`src/rtl/core/stl_pkg.sv`:
```
// Shared types, character codes and keyword helpers for the script token lexer.
package stl_pkg;

	localparam int NUM_SLOTS = 4;

	typedef enum logic [2:0] {
		MODE_IDLE    = 3'd0,
		MODE_COMMENT = 3'd1,
		MODE_IDENT   = 3'd2,
		MODE_NUMBER  = 3'd3,
		MODE_STRING  = 3'd4,
		MODE_ESCAPE  = 3'd5,
		MODE_OPER    = 3'd6
	} mode_t;

	typedef enum logic [3:0] {
		KIND_IDENT   = 4'd0,
		KIND_BOOL    = 4'd1,
		KIND_NUMBER  = 4'd2,
		KIND_STRING  = 4'd3,
		KIND_OPER    = 4'd4,
		KIND_LPAREN  = 4'd5,
		KIND_RPAREN  = 4'd6,
		KIND_COMMA   = 4'd7,
		KIND_END     = 4'd8,
		KIND_UNKNOWN = 4'd9
	} kind_t;

	localparam logic [7:0] CH_TAB    = 8'h09;
	localparam logic [7:0] CH_LF     = 8'h0A;
	localparam logic [7:0] CH_CR     = 8'h0D;
	localparam logic [7:0] CH_SPACE  = 8'h20;
	localparam logic [7:0] CH_BANG   = 8'h21;
	localparam logic [7:0] CH_DQUOTE = 8'h22;
	localparam logic [7:0] CH_HASH   = 8'h23;
	localparam logic [7:0] CH_SQUOTE = 8'h27;
	localparam logic [7:0] CH_LPAREN = 8'h28;
	localparam logic [7:0] CH_RPAREN = 8'h29;
	localparam logic [7:0] CH_COMMA  = 8'h2C;
	localparam logic [7:0] CH_MINUS  = 8'h2D;
	localparam logic [7:0] CH_DOT    = 8'h2E;
	localparam logic [7:0] CH_LT     = 8'h3C;
	localparam logic [7:0] CH_EQ     = 8'h3D;
	localparam logic [7:0] CH_GT     = 8'h3E;
	localparam logic [7:0] CH_BSLASH = 8'h5C;
	localparam logic [7:0] CH_UNDER  = 8'h5F;
	localparam logic [7:0] CH_LOW_N  = 8'h6E;
	localparam logic [7:0] CH_LOW_R  = 8'h72;
	localparam logic [7:0] CH_LOW_T  = 8'h74;

	localparam logic [4:0] KW_START = 5'b11000;

	// Keyword spellings, one byte per entry
	localparam logic [7:0] WORD_TRUE  [4] = '{8'h74, 8'h72, 8'h75, 8'h65};
	localparam logic [7:0] WORD_FALSE [5] = '{8'h66, 8'h61, 8'h6C, 8'h73, 8'h65};

	// Control part of the lexer state
	typedef struct packed {
		mode_t      mode;
		logic       quote_single;
		logic       seen_dot;
		logic [4:0] keyword_progress; // [4] true live, [3] false live, [2:0] count
	} tok_ctl_t;

	typedef struct packed {
		kind_t       kind;
		logic [7:0]  value_byte;
		logic        byte_valid;
		logic        token_done;
		logic [15:0] start_line;
		logic [15:0] start_column;
	} result_t;

	typedef struct packed {
		result_t [NUM_SLOTS-1:0] slot;
		logic [2:0]              count;
	} bundle_t;

	function automatic logic [4:0] feed_keyword(input logic [4:0] kp, input logic [7:0] c);
		logic [2:0] n;
		logic       t;
		logic       f;
		n = kp[2:0];
		t = kp[4];
		f = kp[3];
		if (!(n < 3'd4 && c == WORD_TRUE[n[1:0]])) t = 1'b0;
		if (!(n < 3'd5 && c == WORD_FALSE[(n < 3'd5) ? n : 3'd0])) f = 1'b0;
		if (n < 3'd7) n = n + 3'd1;
		return {t, f, n};
	endfunction

	function automatic kind_t close_kind(input mode_t m, input logic [4:0] kp);
		kind_t k;
		case (m)
			MODE_IDENT: begin
				if ((kp[4] && kp[2:0] == 3'd4) || (kp[3] && kp[2:0] == 3'd5)) k = KIND_BOOL;
				else k = KIND_IDENT;
			end
			MODE_NUMBER: k = KIND_NUMBER;
			MODE_STRING, MODE_ESCAPE: k = KIND_STRING;
			default: k = KIND_OPER;
		endcase
		return k;
	endfunction

	function automatic logic is_token_mode(input mode_t m);
		return m inside {MODE_IDENT, MODE_NUMBER, MODE_STRING, MODE_ESCAPE, MODE_OPER};
	endfunction

endpackage

```
`src/rtl/core/stl_if.sv`:
```
// Handshake channels for source bytes and lexer result items.
interface stl_in_if;
	logic       valid;
	logic       ready;
	logic [7:0] ch;
	logic       end_of_source;

	modport source (output valid, output ch, output end_of_source, input ready);
	modport sink   (input valid, input ch, input end_of_source, output ready);
endinterface

interface stl_out_if;
	logic        valid;
	logic        ready;
	logic [3:0]  token_kind;
	logic [7:0]  value_byte;
	logic        byte_valid;
	logic        token_done;
	logic [15:0] start_line;
	logic [15:0] start_column;
	logic        last_result;

	modport source (output valid, output token_kind, output value_byte, output byte_valid,
		output token_done, output start_line, output start_column, output last_result,
		input ready);
	modport sink   (input valid, input token_kind, input value_byte, input byte_valid,
		input token_done, input start_line, input start_column, input last_result,
		output ready);
endinterface

```
`src/rtl/core/stl_lex_step.sv`:
```
// Per-byte lexer step: next state and the packed list of result items.
module stl_lex_step #(
	parameter int LINE_BITS   = 16,
	parameter int COLUMN_BITS = 16
) (
	input  logic [7:0]             ch,
	input  logic                   last,
	input  stl_pkg::tok_ctl_t      ctl,
	input  logic [LINE_BITS-1:0]   line,
	input  logic [COLUMN_BITS-1:0] col,
	input  logic [LINE_BITS-1:0]   tline,
	input  logic [COLUMN_BITS-1:0] tcol,
	output stl_pkg::tok_ctl_t      ctl_n,
	output logic [LINE_BITS-1:0]   line_n,
	output logic [COLUMN_BITS-1:0] col_n,
	output logic [LINE_BITS-1:0]   tline_n,
	output logic [COLUMN_BITS-1:0] tcol_n,
	output stl_pkg::bundle_t       bundle
);
	import stl_pkg::*;

	function automatic logic [15:0] clip16(input logic [31:0] v);
		return (|v[31:16]) ? 16'hFFFF : v[15:0];
	endfunction

	logic alpha, digit, ident_cont, quote_hit;
	logic [15:0] line16, col16, tline16, tcol16;
	logic [COLUMN_BITS-1:0] col_inc;
	logic [LINE_BITS-1:0]   line_inc;

	assign alpha      = (ch >= 8'h61 && ch <= 8'h7A) || (ch >= 8'h41 && ch <= 8'h5A);
	assign digit      = (ch >= 8'h30 && ch <= 8'h39);
	assign ident_cont = alpha || digit || ch == CH_UNDER;
	assign quote_hit  = ctl.quote_single ? (ch == CH_SQUOTE) : (ch == CH_DQUOTE);
	assign line16     = clip16(32'(line));
	assign col16      = clip16(32'(col));
	assign tline16    = clip16(32'(tline));
	assign tcol16     = clip16(32'(tcol));
	assign col_inc    = (col == '1) ? col : col + 1'b1;
	assign line_inc   = (line == '1) ? line : line + 1'b1;

	always_comb begin
		result_t          cand [NUM_SLOTS];
		logic [NUM_SLOTS-1:0] pres;
		logic             do_idle;
		logic             do_close;
		logic [7:0]       esc;
		kind_t            k;
		logic [2:0]       cnt;

		ctl_n    = ctl;
		line_n   = line;
		col_n    = col;
		tline_n  = tline;
		tcol_n   = tcol;
		pres     = '0;
		do_idle  = 1'b0;
		do_close = 1'b0;
		esc      = ch;
		k        = KIND_UNKNOWN;
		for (int i = 0; i < NUM_SLOTS; i++) cand[i] = '0;

		// Continue the open token
		case (ctl.mode)
			MODE_COMMENT: begin
				if (ch == CH_LF) do_idle = 1'b1;
				else col_n = col_inc;
			end
			MODE_IDENT: begin
				if (ident_cont) begin
					ctl_n.keyword_progress = feed_keyword(ctl.keyword_progress, ch);
					cand[1] = '{KIND_IDENT, ch, 1'b1, 1'b0, tline16, tcol16};
					pres[1] = 1'b1;
					col_n   = col_inc;
				end else begin
					do_close = 1'b1;
					do_idle  = 1'b1;
				end
			end
			MODE_NUMBER: begin
				if (digit || (ch == CH_DOT && !ctl.seen_dot)) begin
					if (ch == CH_DOT) ctl_n.seen_dot = 1'b1;
					cand[1] = '{KIND_NUMBER, ch, 1'b1, 1'b0, tline16, tcol16};
					pres[1] = 1'b1;
					col_n   = col_inc;
				end else begin
					do_close = 1'b1;
					do_idle  = 1'b1;
				end
			end
			MODE_STRING: begin
				if (quote_hit) begin
					cand[1]    = '{KIND_STRING, 8'h00, 1'b0, 1'b1, tline16, tcol16};
					pres[1]    = 1'b1;
					ctl_n.mode = MODE_IDLE;
				end else if (ch == CH_BSLASH) begin
					ctl_n.mode = MODE_ESCAPE;
				end else begin
					cand[1] = '{KIND_STRING, ch, 1'b1, 1'b0, tline16, tcol16};
					pres[1] = 1'b1;
				end
				col_n = col_inc;
			end
			MODE_ESCAPE: begin
				if (ch == CH_LOW_N) esc = CH_LF;
				else if (ch == CH_LOW_T) esc = CH_TAB;
				else if (ch == CH_LOW_R) esc = CH_CR;
				cand[1]    = '{KIND_STRING, esc, 1'b1, 1'b0, tline16, tcol16};
				pres[1]    = 1'b1;
				ctl_n.mode = MODE_STRING;
				col_n      = col_inc;
			end
			MODE_OPER: begin
				if (ch == CH_EQ) begin
					cand[1]    = '{KIND_OPER, ch, 1'b1, 1'b1, tline16, tcol16};
					pres[1]    = 1'b1;
					ctl_n.mode = MODE_IDLE;
					col_n      = col_inc;
				end else begin
					do_close = 1'b1;
					do_idle  = 1'b1;
				end
			end
			default: do_idle = 1'b1;
		endcase

		if (do_close) begin
			cand[0] = '{close_kind(ctl.mode, ctl.keyword_progress), 8'h00, 1'b0, 1'b1,
				tline16, tcol16};
			pres[0] = 1'b1;
		end

		// Lex the byte from between tokens
		if (do_idle) begin
			ctl_n.mode = MODE_IDLE;
			if (ch == CH_SPACE || ch == CH_TAB || ch == CH_CR) begin
				col_n = col_inc;
			end else if (ch == CH_LF) begin
				line_n = line_inc;
				col_n  = COLUMN_BITS'(1);
			end else if (ch == CH_HASH) begin
				ctl_n.mode = MODE_COMMENT;
				col_n      = col_inc;
			end else if (alpha || ch == CH_UNDER) begin
				ctl_n.mode             = MODE_IDENT;
				ctl_n.keyword_progress = feed_keyword(KW_START, ch);
				tline_n = line;
				tcol_n  = col;
				cand[1] = '{KIND_IDENT, ch, 1'b1, 1'b0, line16, col16};
				pres[1] = 1'b1;
				col_n   = col_inc;
			end else if (digit || ch == CH_MINUS) begin
				ctl_n.mode     = MODE_NUMBER;
				ctl_n.seen_dot = 1'b0;
				tline_n = line;
				tcol_n  = col;
				cand[1] = '{KIND_NUMBER, ch, 1'b1, 1'b0, line16, col16};
				pres[1] = 1'b1;
				col_n   = col_inc;
			end else if (ch == CH_DQUOTE || ch == CH_SQUOTE) begin
				ctl_n.mode         = MODE_STRING;
				ctl_n.quote_single = (ch == CH_SQUOTE);
				tline_n = line;
				tcol_n  = col;
				col_n   = col_inc;
			end else if (ch == CH_LT || ch == CH_GT || ch == CH_EQ || ch == CH_BANG) begin
				ctl_n.mode = MODE_OPER;
				tline_n = line;
				tcol_n  = col;
				cand[1] = '{KIND_OPER, ch, 1'b1, 1'b0, line16, col16};
				pres[1] = 1'b1;
				col_n   = col_inc;
			end else begin
				if (ch == CH_LPAREN) k = KIND_LPAREN;
				else if (ch == CH_RPAREN) k = KIND_RPAREN;
				else if (ch == CH_COMMA) k = KIND_COMMA;
				cand[1] = '{k, ch, 1'b1, 1'b1, line16, col16};
				pres[1] = 1'b1;
				col_n   = col_inc;
			end
		end

		// End of source: close what is open, send END, return to reset state
		if (last) begin
			if (is_token_mode(ctl_n.mode)) begin
				cand[2] = '{close_kind(ctl_n.mode, ctl_n.keyword_progress), 8'h00, 1'b0, 1'b1,
					clip16(32'(tline_n)), clip16(32'(tcol_n))};
				pres[2] = 1'b1;
			end
			cand[3] = '{KIND_END, 8'h00, 1'b0, 1'b1, clip16(32'(line_n)), clip16(32'(col_n))};
			pres[3] = 1'b1;
			ctl_n   = '{MODE_IDLE, 1'b0, 1'b0, 5'd0};
			line_n  = LINE_BITS'(1);
			col_n   = COLUMN_BITS'(1);
			tline_n = LINE_BITS'(1);
			tcol_n  = COLUMN_BITS'(1);
		end

		// Pack present results in order
		bundle = '0;
		cnt    = 3'd0;
		for (int i = 0; i < NUM_SLOTS; i++) begin
			if (pres[i]) begin
				bundle.slot[cnt[1:0]] = cand[i];
				cnt = cnt + 3'd1;
			end
		end
		bundle.count = cnt;
	end

endmodule

```
`src/rtl/core/stl_result_buf.sv`:
```
// Result buffer: holds one byte's items and hands out one per cycle while ready.
module stl_result_buf (
	input  logic             clk,
	input  logic             arst_n,
	input  logic             load,
	input  stl_pkg::bundle_t bundle,
	output logic             free,
	stl_out_if.source        token
);
	import stl_pkg::*;

	result_t [NUM_SLOTS-1:0] slot_s2;
	logic [2:0]              count_q;
	logic [1:0]              idx_q;
	logic                    at_last;
	logic                    take;
	result_t                 cur;

	assign cur     = slot_s2[idx_q];
	assign at_last = ({1'b0, idx_q} == count_q - 3'd1);
	assign take    = token.valid && token.ready;
	assign free    = (count_q == 3'd0) || (take && at_last);

	assign token.valid        = (count_q != 3'd0);
	assign token.token_kind   = cur.kind;
	assign token.value_byte   = cur.value_byte;
	assign token.byte_valid   = cur.byte_valid;
	assign token.token_done   = cur.token_done;
	assign token.start_line   = cur.start_line;
	assign token.start_column = cur.start_column;
	assign token.last_result  = at_last;

	always_ff @(posedge clk or negedge arst_n) begin
		if (!arst_n) begin
			count_q <= 3'd0;
			idx_q   <= 2'd0;
		end else if (load) begin
			count_q <= bundle.count;
			idx_q   <= 2'd0;
		end else if (take) begin
			if (at_last) begin
				count_q <= 3'd0;
				idx_q   <= 2'd0;
			end else begin
				idx_q <= idx_q + 2'd1;
			end
		end
	end

	always_ff @(posedge clk) begin
		if (load) slot_s2 <= bundle.slot;
	end

endmodule

```
`src/rtl/core/script_token_lexer.sv`:
```
// Streaming script lexer: source bytes in, token text and token-done items out.
// A byte is registered in the input stage and its result items in the result buffer.
// Throughput: one byte per cycle while bytes yield at most one item and ready is high;
//   a byte with more items (up to four) holds the result buffer until all are taken.
// Reset (arst_n low) empties both stages and sets line, column and token start to 1.
module script_token_lexer #(
	parameter int LINE_BITS   = 16,
	parameter int COLUMN_BITS = 16
) (
	input  logic      clk,
	input  logic      arst_n,
	stl_in_if.sink    text,
	stl_out_if.source token
);
	import stl_pkg::*;

	// Input stage
	logic       valid_s1;
	logic [7:0] ch_s1;
	logic       eos_s1;

	// Lexer state
	tok_ctl_t               ctl_q;
	logic [LINE_BITS-1:0]   line_q;
	logic [COLUMN_BITS-1:0] col_q;
	logic [LINE_BITS-1:0]   tline_q;
	logic [COLUMN_BITS-1:0] tcol_q;

	// Next state and results of the byte in the input stage
	tok_ctl_t               ctl_n;
	logic [LINE_BITS-1:0]   line_n;
	logic [COLUMN_BITS-1:0] col_n;
	logic [LINE_BITS-1:0]   tline_n;
	logic [COLUMN_BITS-1:0] tcol_n;
	bundle_t                bundle;

	logic free;
	logic advance;

	// Advance the staged byte once the result buffer is empty or draining its last item;
	// a byte that yields no item still waits its turn so the order stays intact.
	assign advance    = valid_s1 && free;
	assign text.ready = !valid_s1 || advance;

	always_ff @(posedge clk or negedge arst_n) begin
		if (!arst_n) begin
			valid_s1 <= 1'b0;
		end else if (text.ready) begin
			valid_s1 <= text.valid;
		end
	end

	always_ff @(posedge clk) begin
		if (text.ready && text.valid) begin
			ch_s1  <= text.ch;
			eos_s1 <= text.end_of_source;
		end
	end

	// Commit the state only when the byte moves on
	always_ff @(posedge clk or negedge arst_n) begin
		if (!arst_n) begin
			ctl_q   <= '{MODE_IDLE, 1'b0, 1'b0, 5'd0};
			line_q  <= LINE_BITS'(1);
			col_q   <= COLUMN_BITS'(1);
			tline_q <= LINE_BITS'(1);
			tcol_q  <= COLUMN_BITS'(1);
		end else if (advance) begin
			ctl_q   <= ctl_n;
			line_q  <= line_n;
			col_q   <= col_n;
			tline_q <= tline_n;
			tcol_q  <= tcol_n;
		end
	end

	stl_lex_step #(
		.LINE_BITS   (LINE_BITS),
		.COLUMN_BITS (COLUMN_BITS)
	) u_step (
		.ch      (ch_s1),
		.last    (eos_s1),
		.ctl     (ctl_q),
		.line    (line_q),
		.col     (col_q),
		.tline   (tline_q),
		.tcol    (tcol_q),
		.ctl_n   (ctl_n),
		.line_n  (line_n),
		.col_n   (col_n),
		.tline_n (tline_n),
		.tcol_n  (tcol_n),
		.bundle  (bundle)
	);

	// Load only bytes that yield items; whitespace and comments pass through silently
	stl_result_buf u_buf (
		.clk    (clk),
		.arst_n (arst_n),
		.load   (advance && (bundle.count != 3'd0)),
		.bundle (bundle),
		.free   (free),
		.token  (token)
	);

endmodule
```
`src/flat_wrapper.sv`:
```
// flat-port wrapper written by rule: the top's interface ports become plain ports
module script_token_lexer_flat import stl_pkg::*;
#(
	parameter int LINE_BITS   = 16,
	parameter int COLUMN_BITS = 16
)
  (clk, arst_n, text_valid, text_ch, text_end_of_source, text_ready, token_valid, token_token_kind, token_value_byte, token_byte_valid, token_token_done, token_start_line, token_start_column, token_last_result, token_ready);
  stl_in_if text_i ();
  stl_out_if token_i ();
  input  logic clk;
  input  logic arst_n;
  input wire logic [$bits(text_i.valid)-1:0] text_valid;
  input wire logic [$bits(text_i.ch)-1:0] text_ch;
  input wire logic [$bits(text_i.end_of_source)-1:0] text_end_of_source;
  output wire logic [$bits(text_i.ready)-1:0] text_ready;
  output wire logic [$bits(token_i.valid)-1:0] token_valid;
  output wire logic [$bits(token_i.token_kind)-1:0] token_token_kind;
  output wire logic [$bits(token_i.value_byte)-1:0] token_value_byte;
  output wire logic [$bits(token_i.byte_valid)-1:0] token_byte_valid;
  output wire logic [$bits(token_i.token_done)-1:0] token_token_done;
  output wire logic [$bits(token_i.start_line)-1:0] token_start_line;
  output wire logic [$bits(token_i.start_column)-1:0] token_start_column;
  output wire logic [$bits(token_i.last_result)-1:0] token_last_result;
  input wire logic [$bits(token_i.ready)-1:0] token_ready;
  assign text_i.valid = text_valid;
  assign text_i.ch = text_ch;
  assign text_i.end_of_source = text_end_of_source;
  assign text_ready = text_i.ready;
  assign token_valid = token_i.valid;
  assign token_token_kind = token_i.token_kind;
  assign token_value_byte = token_i.value_byte;
  assign token_byte_valid = token_i.byte_valid;
  assign token_token_done = token_i.token_done;
  assign token_start_line = token_i.start_line;
  assign token_start_column = token_i.start_column;
  assign token_last_result = token_i.last_result;
  assign token_i.ready = token_ready;
  script_token_lexer #(.LINE_BITS(LINE_BITS), .COLUMN_BITS(COLUMN_BITS)) u_core (.clk(clk), .arst_n(arst_n), .text(text_i), .token(token_i));
endmodule
```
`config.mk`:
```
export PLATFORM = sky130hd
export DESIGN_NAME = script_token_lexer_flat
export DESIGN_NICKNAME = d
export VERILOG_FILES = /design/src/rtl/core/stl_pkg.sv /design/src/rtl/core/stl_if.sv /design/src/rtl/core/stl_lex_step.sv /design/src/rtl/core/stl_result_buf.sv /design/src/rtl/core/script_token_lexer.sv /design/src/flat_wrapper.sv
export SDC_FILE = /design/constraint.sdc
export NUM_CORES = 1
export LEC_CHECK = 0
export ABC_AREA = 1
export BUFFER_PORTS_ARGS = -buffer_cell sky130_fd_sc_hd__buf_2
export CORE_ASPECT_RATIO = 2
export CORE_MARGIN = 1
export CORE_UTILIZATION = 40
export DETAILED_ROUTE_END_ITERATION = 7
export GPL_ROUTABILITY_DRIVEN = 0
export SLEW_MARGIN = 20
export SYNTH_ARGS = -nofsm -noshare
export SYNTH_HDL_FRONTEND = slang
export SYNTH_SLANG_ARGS = --single-unit
```
`constraint.sdc`:
```
create_clock -name clk -period 8.8 [get_ports clk]
set_input_delay 1.76 -clock clk [delete_from_list [all_inputs] [get_ports clk]]
set_output_delay 1.76 -clock clk [all_outputs]
set_load 0.01 [all_outputs]
```
* Yosys cells after proc, flatten, opt, wreduce, memory -nomap -nowiden
Memory sizes are Yosys's and may differ from the RTL's. Index checks and enable logic that the tools add are counted.
Word-level totals: flip-flop bits (word level) 273, bits in read-only memories 64, output and inout bits 49, word-level logic and storage cells 304, memories kept 1
Cells by class: add/subtract/negate cells 8, order comparisons 18, equality and inequality tests 47, mux-type cells 143, bitwise operators 2, reductions and logical operators 48
Memories:
- (name not given) | depth 8, bits a word 8, read ports 1, clocked after memory_dff 0, wr ports 0, RTL line stl_pkg.sv:87 | if (!(n < 3'd5 && c == WORD_FALSE[(n < 3'd5) ? n : 3'd0])) f = 1'b0;
Operator list (number):
- $mux 46 | 15
- $bwmux 184 | 3
- $mux 184 | 3
- $mux 16 | 32
- $demux 46 s2 | 3
- $pmux 45 s5 | 1
- $mux 44 | 3
- $eq 8x6->1 const B | 13
- $bmux 46 s2 | 1
- $mux 92 | 1
- $pmux 16 s5 | 1
- $mux 8 | 7
- $eq 8x7->1 const B | 6
- $mux 3 | 16
- $mux 45 | 1
- $mux 42 | 1
- $mux 10 | 4
- $add 16x1->16 const B | 2
- $eq 16x16->1 const B | 2
- $mux 1 | 32
- $eq 3x3->1 const B | 10
- $eq 8x4->1 const B | 3
- $pmux 4 s3 | 2
- $logic_and 1x1->1 | 18
- 36 further kinds | 86

* Longest topological paths before layout
depth after elaboration 27, mapped depth 31, gate-level depth less buffers 28

* Cells and area by module
Synthesis repeated with hierarchy kept, for this count alone.
Second synthesis, totals: cell total of the unflattened synthesis 2251, area, all modules 17121.4 um^2
By module, submodules not included:
- stl_result_buf | instances 1, cells each 489, area an instance 7118.1 um^2
- stl_lex_step | instances 1, cells each 1422, area an instance 6761.5 um^2
- script_token_lexer | instances 1, cells each 340, area an instance 3241.9 um^2

* Least setup slack after synthesis
No wires, ideal clock.
path kind register -> register, start register u_core.ch_s1[4], end register u_core.u_buf.slot_s2[0] (netlist name), enable pin, library setup time 880 ps, data arrival time 5237 ps, path slack 2682 ps, cell stages (with the launch flop) 22, period minus slack after synthesis 6118 ps, path through edfxtp_1 > inv_2 > nand2_1 > nor2_2 > nand3_1 > nand3_2 > nand2_1 > nor2_1 > buf_2 > buf_1 > ha_1 > nand3_2 > buf_2 > buf_4 > nand2_1 > inv_1 > ha_1 > clkinv_1 > nand4_2 > nand2_2 > a21oi_4 > nand2_2
On the way: longest elaborated chain between the ends 21, elaborated cells between the ends (all ways) 87, classes of those cells add/sub: 3; order compare: 6; eq/ne: 20; mux: 39; reduce/logical: 19
Ends and longest elaborated chain:
- start: declaration | RTL line script_token_lexer.sv:19 | logic [7:0] ch_s1;
- start signal: assignment | RTL line script_token_lexer.sv:55 | ch_s1 <= text.ch;
- $ge 8x7->1 (tied with other cells) | RTL line stl_lex_step.sv:31 | assign alpha = (ch >= 8'h61 && ch <= 8'h7A) || (ch >= 8'h41 && ch <= 8'h5A);
- $logic_and 1x1->1 or $logic_or 1x1->1 (tied branches) | RTL line stl_lex_step.sv:31, stl_lex_step.sv:166
- $logic_or 1x1->1 (on tied branches) | RTL line stl_lex_step.sv:31, stl_lex_step.sv:166
- $logic_or 1x1->1 (on tied branches) | RTL line stl_lex_step.sv:33, stl_lex_step.sv:166
- $logic_or 1x1->1 or $mux 3 (tied branches) | RTL line stl_lex_step.sv:33, stl_lex_step.sv:166
- $mux 1 or $mux 3 (tied branches) | RTL line stl_lex_step.sv:70, stl_lex_step.sv:160
- $pmux 1 s5 or $mux 3 (tied branches) | RTL line stl_lex_step.sv:64, stl_lex_step.sv:152
- $mux 1 or $mux 3 (tied branches) | RTL line stl_lex_step.sv:160, stl_lex_step.sv:144
- [... 5 more ...]
- $mux 1 or $reduce_bool 5->1 (tied branches) | RTL line stl_lex_step.sv:134, stl_pkg.sv:107
- $mux 3 or $mux 1 (tied branches) | RTL line stl_lex_step.sv:203, stl_lex_step.sv:185
- $add 3x1->3 or $mux 2 (tied branches) | RTL line stl_lex_step.sv:205, stl_lex_step.sv:184
- $mux 3 (*) | RTL line stl_lex_step.sv:203 | if (pres[i]) begin
- $add 3x1->3 | RTL line stl_lex_step.sv:205 | cnt = cnt + 3'd1;
- $mux 3 (*) | RTL line stl_lex_step.sv:203
- $reduce_bool 3->1 (*) | RTL line script_token_lexer.sv:100 | .load (advance && (bundle.count != 3'd0)),
- $logic_and 1x1->1 (*) | RTL line script_token_lexer.sv:100
- end signal: assignment | RTL line stl_result_buf.sv:51 | if (load) slot_s2 <= bundle.slot;
- end: declaration | RTL line stl_result_buf.sv:12 | result_t [NUM_SLOTS-1:0] slot_s2;
Mark *: on every way between the ends. The rest lies on a longest branch, timed or not. The select of a mux whose other input is x is not followed. A chain may end at the register's enable or synchronous reset.

* Worst setup path in the final report
start register u_core.ch_s1[4], end register u_core.u_buf.slot_s2[5] (netlist name), enable pin
The elaborated chain is that of the path after synthesis.

==> qor.yml <==
finish:
  drive_above_1_share_pct: 10.1
  area_delta_synth_final_pct: 8.98
  fillers: 3691
  antenna_cells: 0
  utilization_pct: 44.2
  nets: 1878
worst_setup_path:
  cp_max_fo: 134
  critPathLaunchType: "register"
  crit_required_ns: 9.05
  rr_startpoint: "u_core.ch_s1[4]"
  worstSetupStartpoint: "u_core.ch_s1[4]"
  criticalPathCategory: "register to register"
  end_kind: "register"
  r2r_slack_ns: 2.33
  crit_arrival_ns: 6.72
place:
  place_ws_ns: 2.46
  hpwl_um: 34300
  port_buffers: 61
sta:
  setup_violations: 0
  finalHoldViolations: 0
  slew_headroom_pct: 26.6
  worst_slew_pin_slew_ns: 1.10
  period_needed_ns: 6.47
  rsz0062_at_grt: "no"
  drv_slew: 0
  worst_slack_ns: 2.33
  tns_ns: 0
  holdWs_ns: 0.526
  post-route-period-util_pct: 73.5
  max_freq_ghz: 0.155
  skew_ns: 0.0242
floorplanning:
  ios: 62
  fp.dieW_um: 140
  start_util_pct: 40.6
  fp.dieH_um: 277
  core_area_um2: 37300
  num_rows: 100
  dieArea_um2: 38700
pwr:
  p_sw_w: 0.00323
  peakVddDrop_uv: 436
  internal-power_w: 0.00354
  seqPwrFrac_pct: 34.3
  power_w: 0.00677
  p_sw_share_pct: 47.6
  p_comb_share_pct: 49.9
  leakagePower_nw: 6.54
  p_clk_share_pct: 15.8
  power_density_nw_per_um2: 410
cts:
  cts_resized: 0
  cts_htree_levels: 1
  clkTransAtPathRegs_ns: 0.06
  numCtsBuffers: 25
  tritoncts: "done"
  root_buffer: "clkbuf_16"
  clock-sinks: 255
  cts_setup_buffers: 0
  clkLatencyLatePin_ns: 0.55
  cts_hold_buf: 0
  cts_buffer_depth: 3
global_routing:
  grt_pass1_vias: 13900
  grt_usage_pct: 26.3
  gr-total-overflow: 0
  antenna_found_initial: 0
  grt_pass1_wl_um: 78000
  grt_max_degree: 135
drt:
  drt_iter0_drc: 947
  drtAntennaViolNets: 0
  viasPerCell: 6.03
  drc_errors: 0
  num_vias: 14000
  dr.pass1.iters: 5
  wl_per_cell_um: 21.9
  wl_um: 50900
yosys:
  synthesis.area_um2: 15100
  yosys_warnings: 0
  synthCells: 1852
  synth_top_flop_cell: "edfxtp_1"
  ys_seq_area_share_pct: 48.0
  ys_ff_latch: 255
  async_flop_share_pct: 31.4
  syn_area_per_cell_um2: 8.17
  synth_cell_type_count: 52
  synth-edff-count: 175
  syn_nets: 1879
hold_path:
  hp-class: "register to register"
  min_from: "u_core.valid_s1"
run_status:
  outcome: "completed"
job:
  cap_viol_max_count: 0
==> power groups by stage <==
stage                     Clock [W]  Combinational, W  Sequential (W)
after CTS                   0.00108           0.00337         0.00232
final                       0.00107           0.00338         0.00232
after detailed placement          0           0.00336         0.00234
after floorplan                   0           0.00225         0.00232
after global placement            0           0.00332         0.00232
after global routing        0.00113           0.00369         0.00237
==> placed cells by master, fill, tap and decap left out, types with 25 or more instances in the layout <==
| master | instances |
|---|---|
| inv_1 | 194 |
| o22ai_1 | 159 |
| nor3_1 | 30 |
| o21ai_0 | 241 |
| dfrtp_1 | 75 |
| nand2_1 | 317 |
| buf_2 | 60 |
| nand3_1 | 55 |
| nor2_1 | 199 |
| o211ai_1 | 34 |
| edfxtp_1 | 175 |
| clkbuf_16 | 25 |
| a21oi_1 | 58 |
==> area by class of cell <==
class                      count  area, um^2  area share, %
clock inverter                11         113          0.683
multi-input combinational   1270        6580           39.9
inverter                     217         815           4.94
clock buffer                  34         689           4.18
timing repair buffer          82         465           2.82
sequential                   255        7260           44.0
tap                          459         574           3.48
==> per-stage QoR <==
step / instance area (um^2) / instances
6_report: 16500 / 2328
2_1_floorplan: 15100 / 1852
3_3_place_gp: 15700 / 2283
3_5_place_dp: 15700 / 2283
5_1_grt: 16500 / 2328
4_1_cts: 16500 / 2328
==> kinds of logic (layout without fill, tap and decap cells) <==
kind of cell	Yosys count	count (layout)	synth area share, %
flip-flops	255	255	48.0
buffers and inverters	327	344	8.75
XOR/XNOR	21	21	1.22
AO/OA/AOI/OAI	567	567	21.7
adder cells (fa/ha/maj)	14	14	1.16
AND/OR/NAND/NOR	667	667	19.1
multiplexers	1	1	0.0661
==> state kept, by name (all words and copies together), names as in the netlist <==
register              count
u_core.col_q             16
u_core.ch_s1              8
u_core.u_buf.idx_q        2
u_core.ctl_q             10
u_core.u_buf.slot_s2    166
u_core.u_buf.count_q      3
u_core.tcol_q            16
u_core.line_q            16
u_core.eos_s1             1
u_core.valid_s1           1
u_core.tline_q           16
==> cells in the mapped netlist, types with 9 or more instances <==
| cell | n | share of area [%] |
|---|---|---|
| a21oi_1 | 58 | 1.9 |
| buf_2 | 15 | 0.50 |
| clkbuf_1 | 73 | 1.8 |
| dfrtp_1 | 76 | 13 |
| edfxtp_1 | 175 | 35 |
| ha_1 | 14 | 1.2 |
| inv_1 | 198 | 4.9 |
| inv_2 | 17 | 0.42 |
| nand2_1 | 319 | 7.9 |
| nand2_2 | 9 | 0.37 |
| nand3_1 | 55 | 1.8 |
| nand4_1 | 13 | 0.54 |
| nor2_1 | 200 | 5.0 |
| nor3_1 | 30 | 0.99 |
| o211ai_1 | 34 | 1.7 |
| o21ai_0 | 241 | 8.0 |
| o21ai_1 | 22 | 0.73 |
| o22ai_1 | 159 | 6.6 |
| o32ai_1 | 19 | 1.1 |
| xor2_1 | 19 | 1.1 |
==> worst max-delay path, stage by stage, from the launching register on <==
cell and delay (ns):
edfxtp_1 0.50, inv_2 0.14, nand2_1 0.09, nor2_2 0.42, nand3_1 0.20, nand3_2 0.15, nand2_1 0.12, nor2_4 0.83
ha_1 0.43, nand3_2 0.09, buf_4 0.44, nand2_1 0.19, inv_1 0.11, ha_1 0.19, clkinv_1 0.38, nand4_2 0.27
nand2_2 0.10, a21oi_4 0.27, nand2_8 0.59, buf_4 0.53
==> routing by layer <==
| layer | GRT usage, % | part of all wire [%] | vias up |
|---|---|---|---|
| li1 | - | - | 6481 |
| met1 | 27.2 | 35 | 6677 |
| met2 | 47.4 | 51 | 633 |
| met3 | 3.16 | 5.7 | 240 |
| met4 | 21.4 | 8.4 | 0 |
| met5 | 0 | 0 | - |
==> final timing paths <==
| path | endpoint | cells past startpoint |
|---|---|---|
| max in group asynchronous | u_core.u_buf.idx_q[0] | 2 |
| min | u_core.valid_s1 | 2 |
| max | u_core.u_buf.slot_s2[5] | 19 |
| min reg2reg | u_core.valid_s1 | 2 |
| max reg2reg | u_core.u_buf.slot_s2[5] | 19 |
| min in group asynchronous | u_core.col_q[7] | 1 |
No activity file was read; power rests on OpenSTA's default activity.
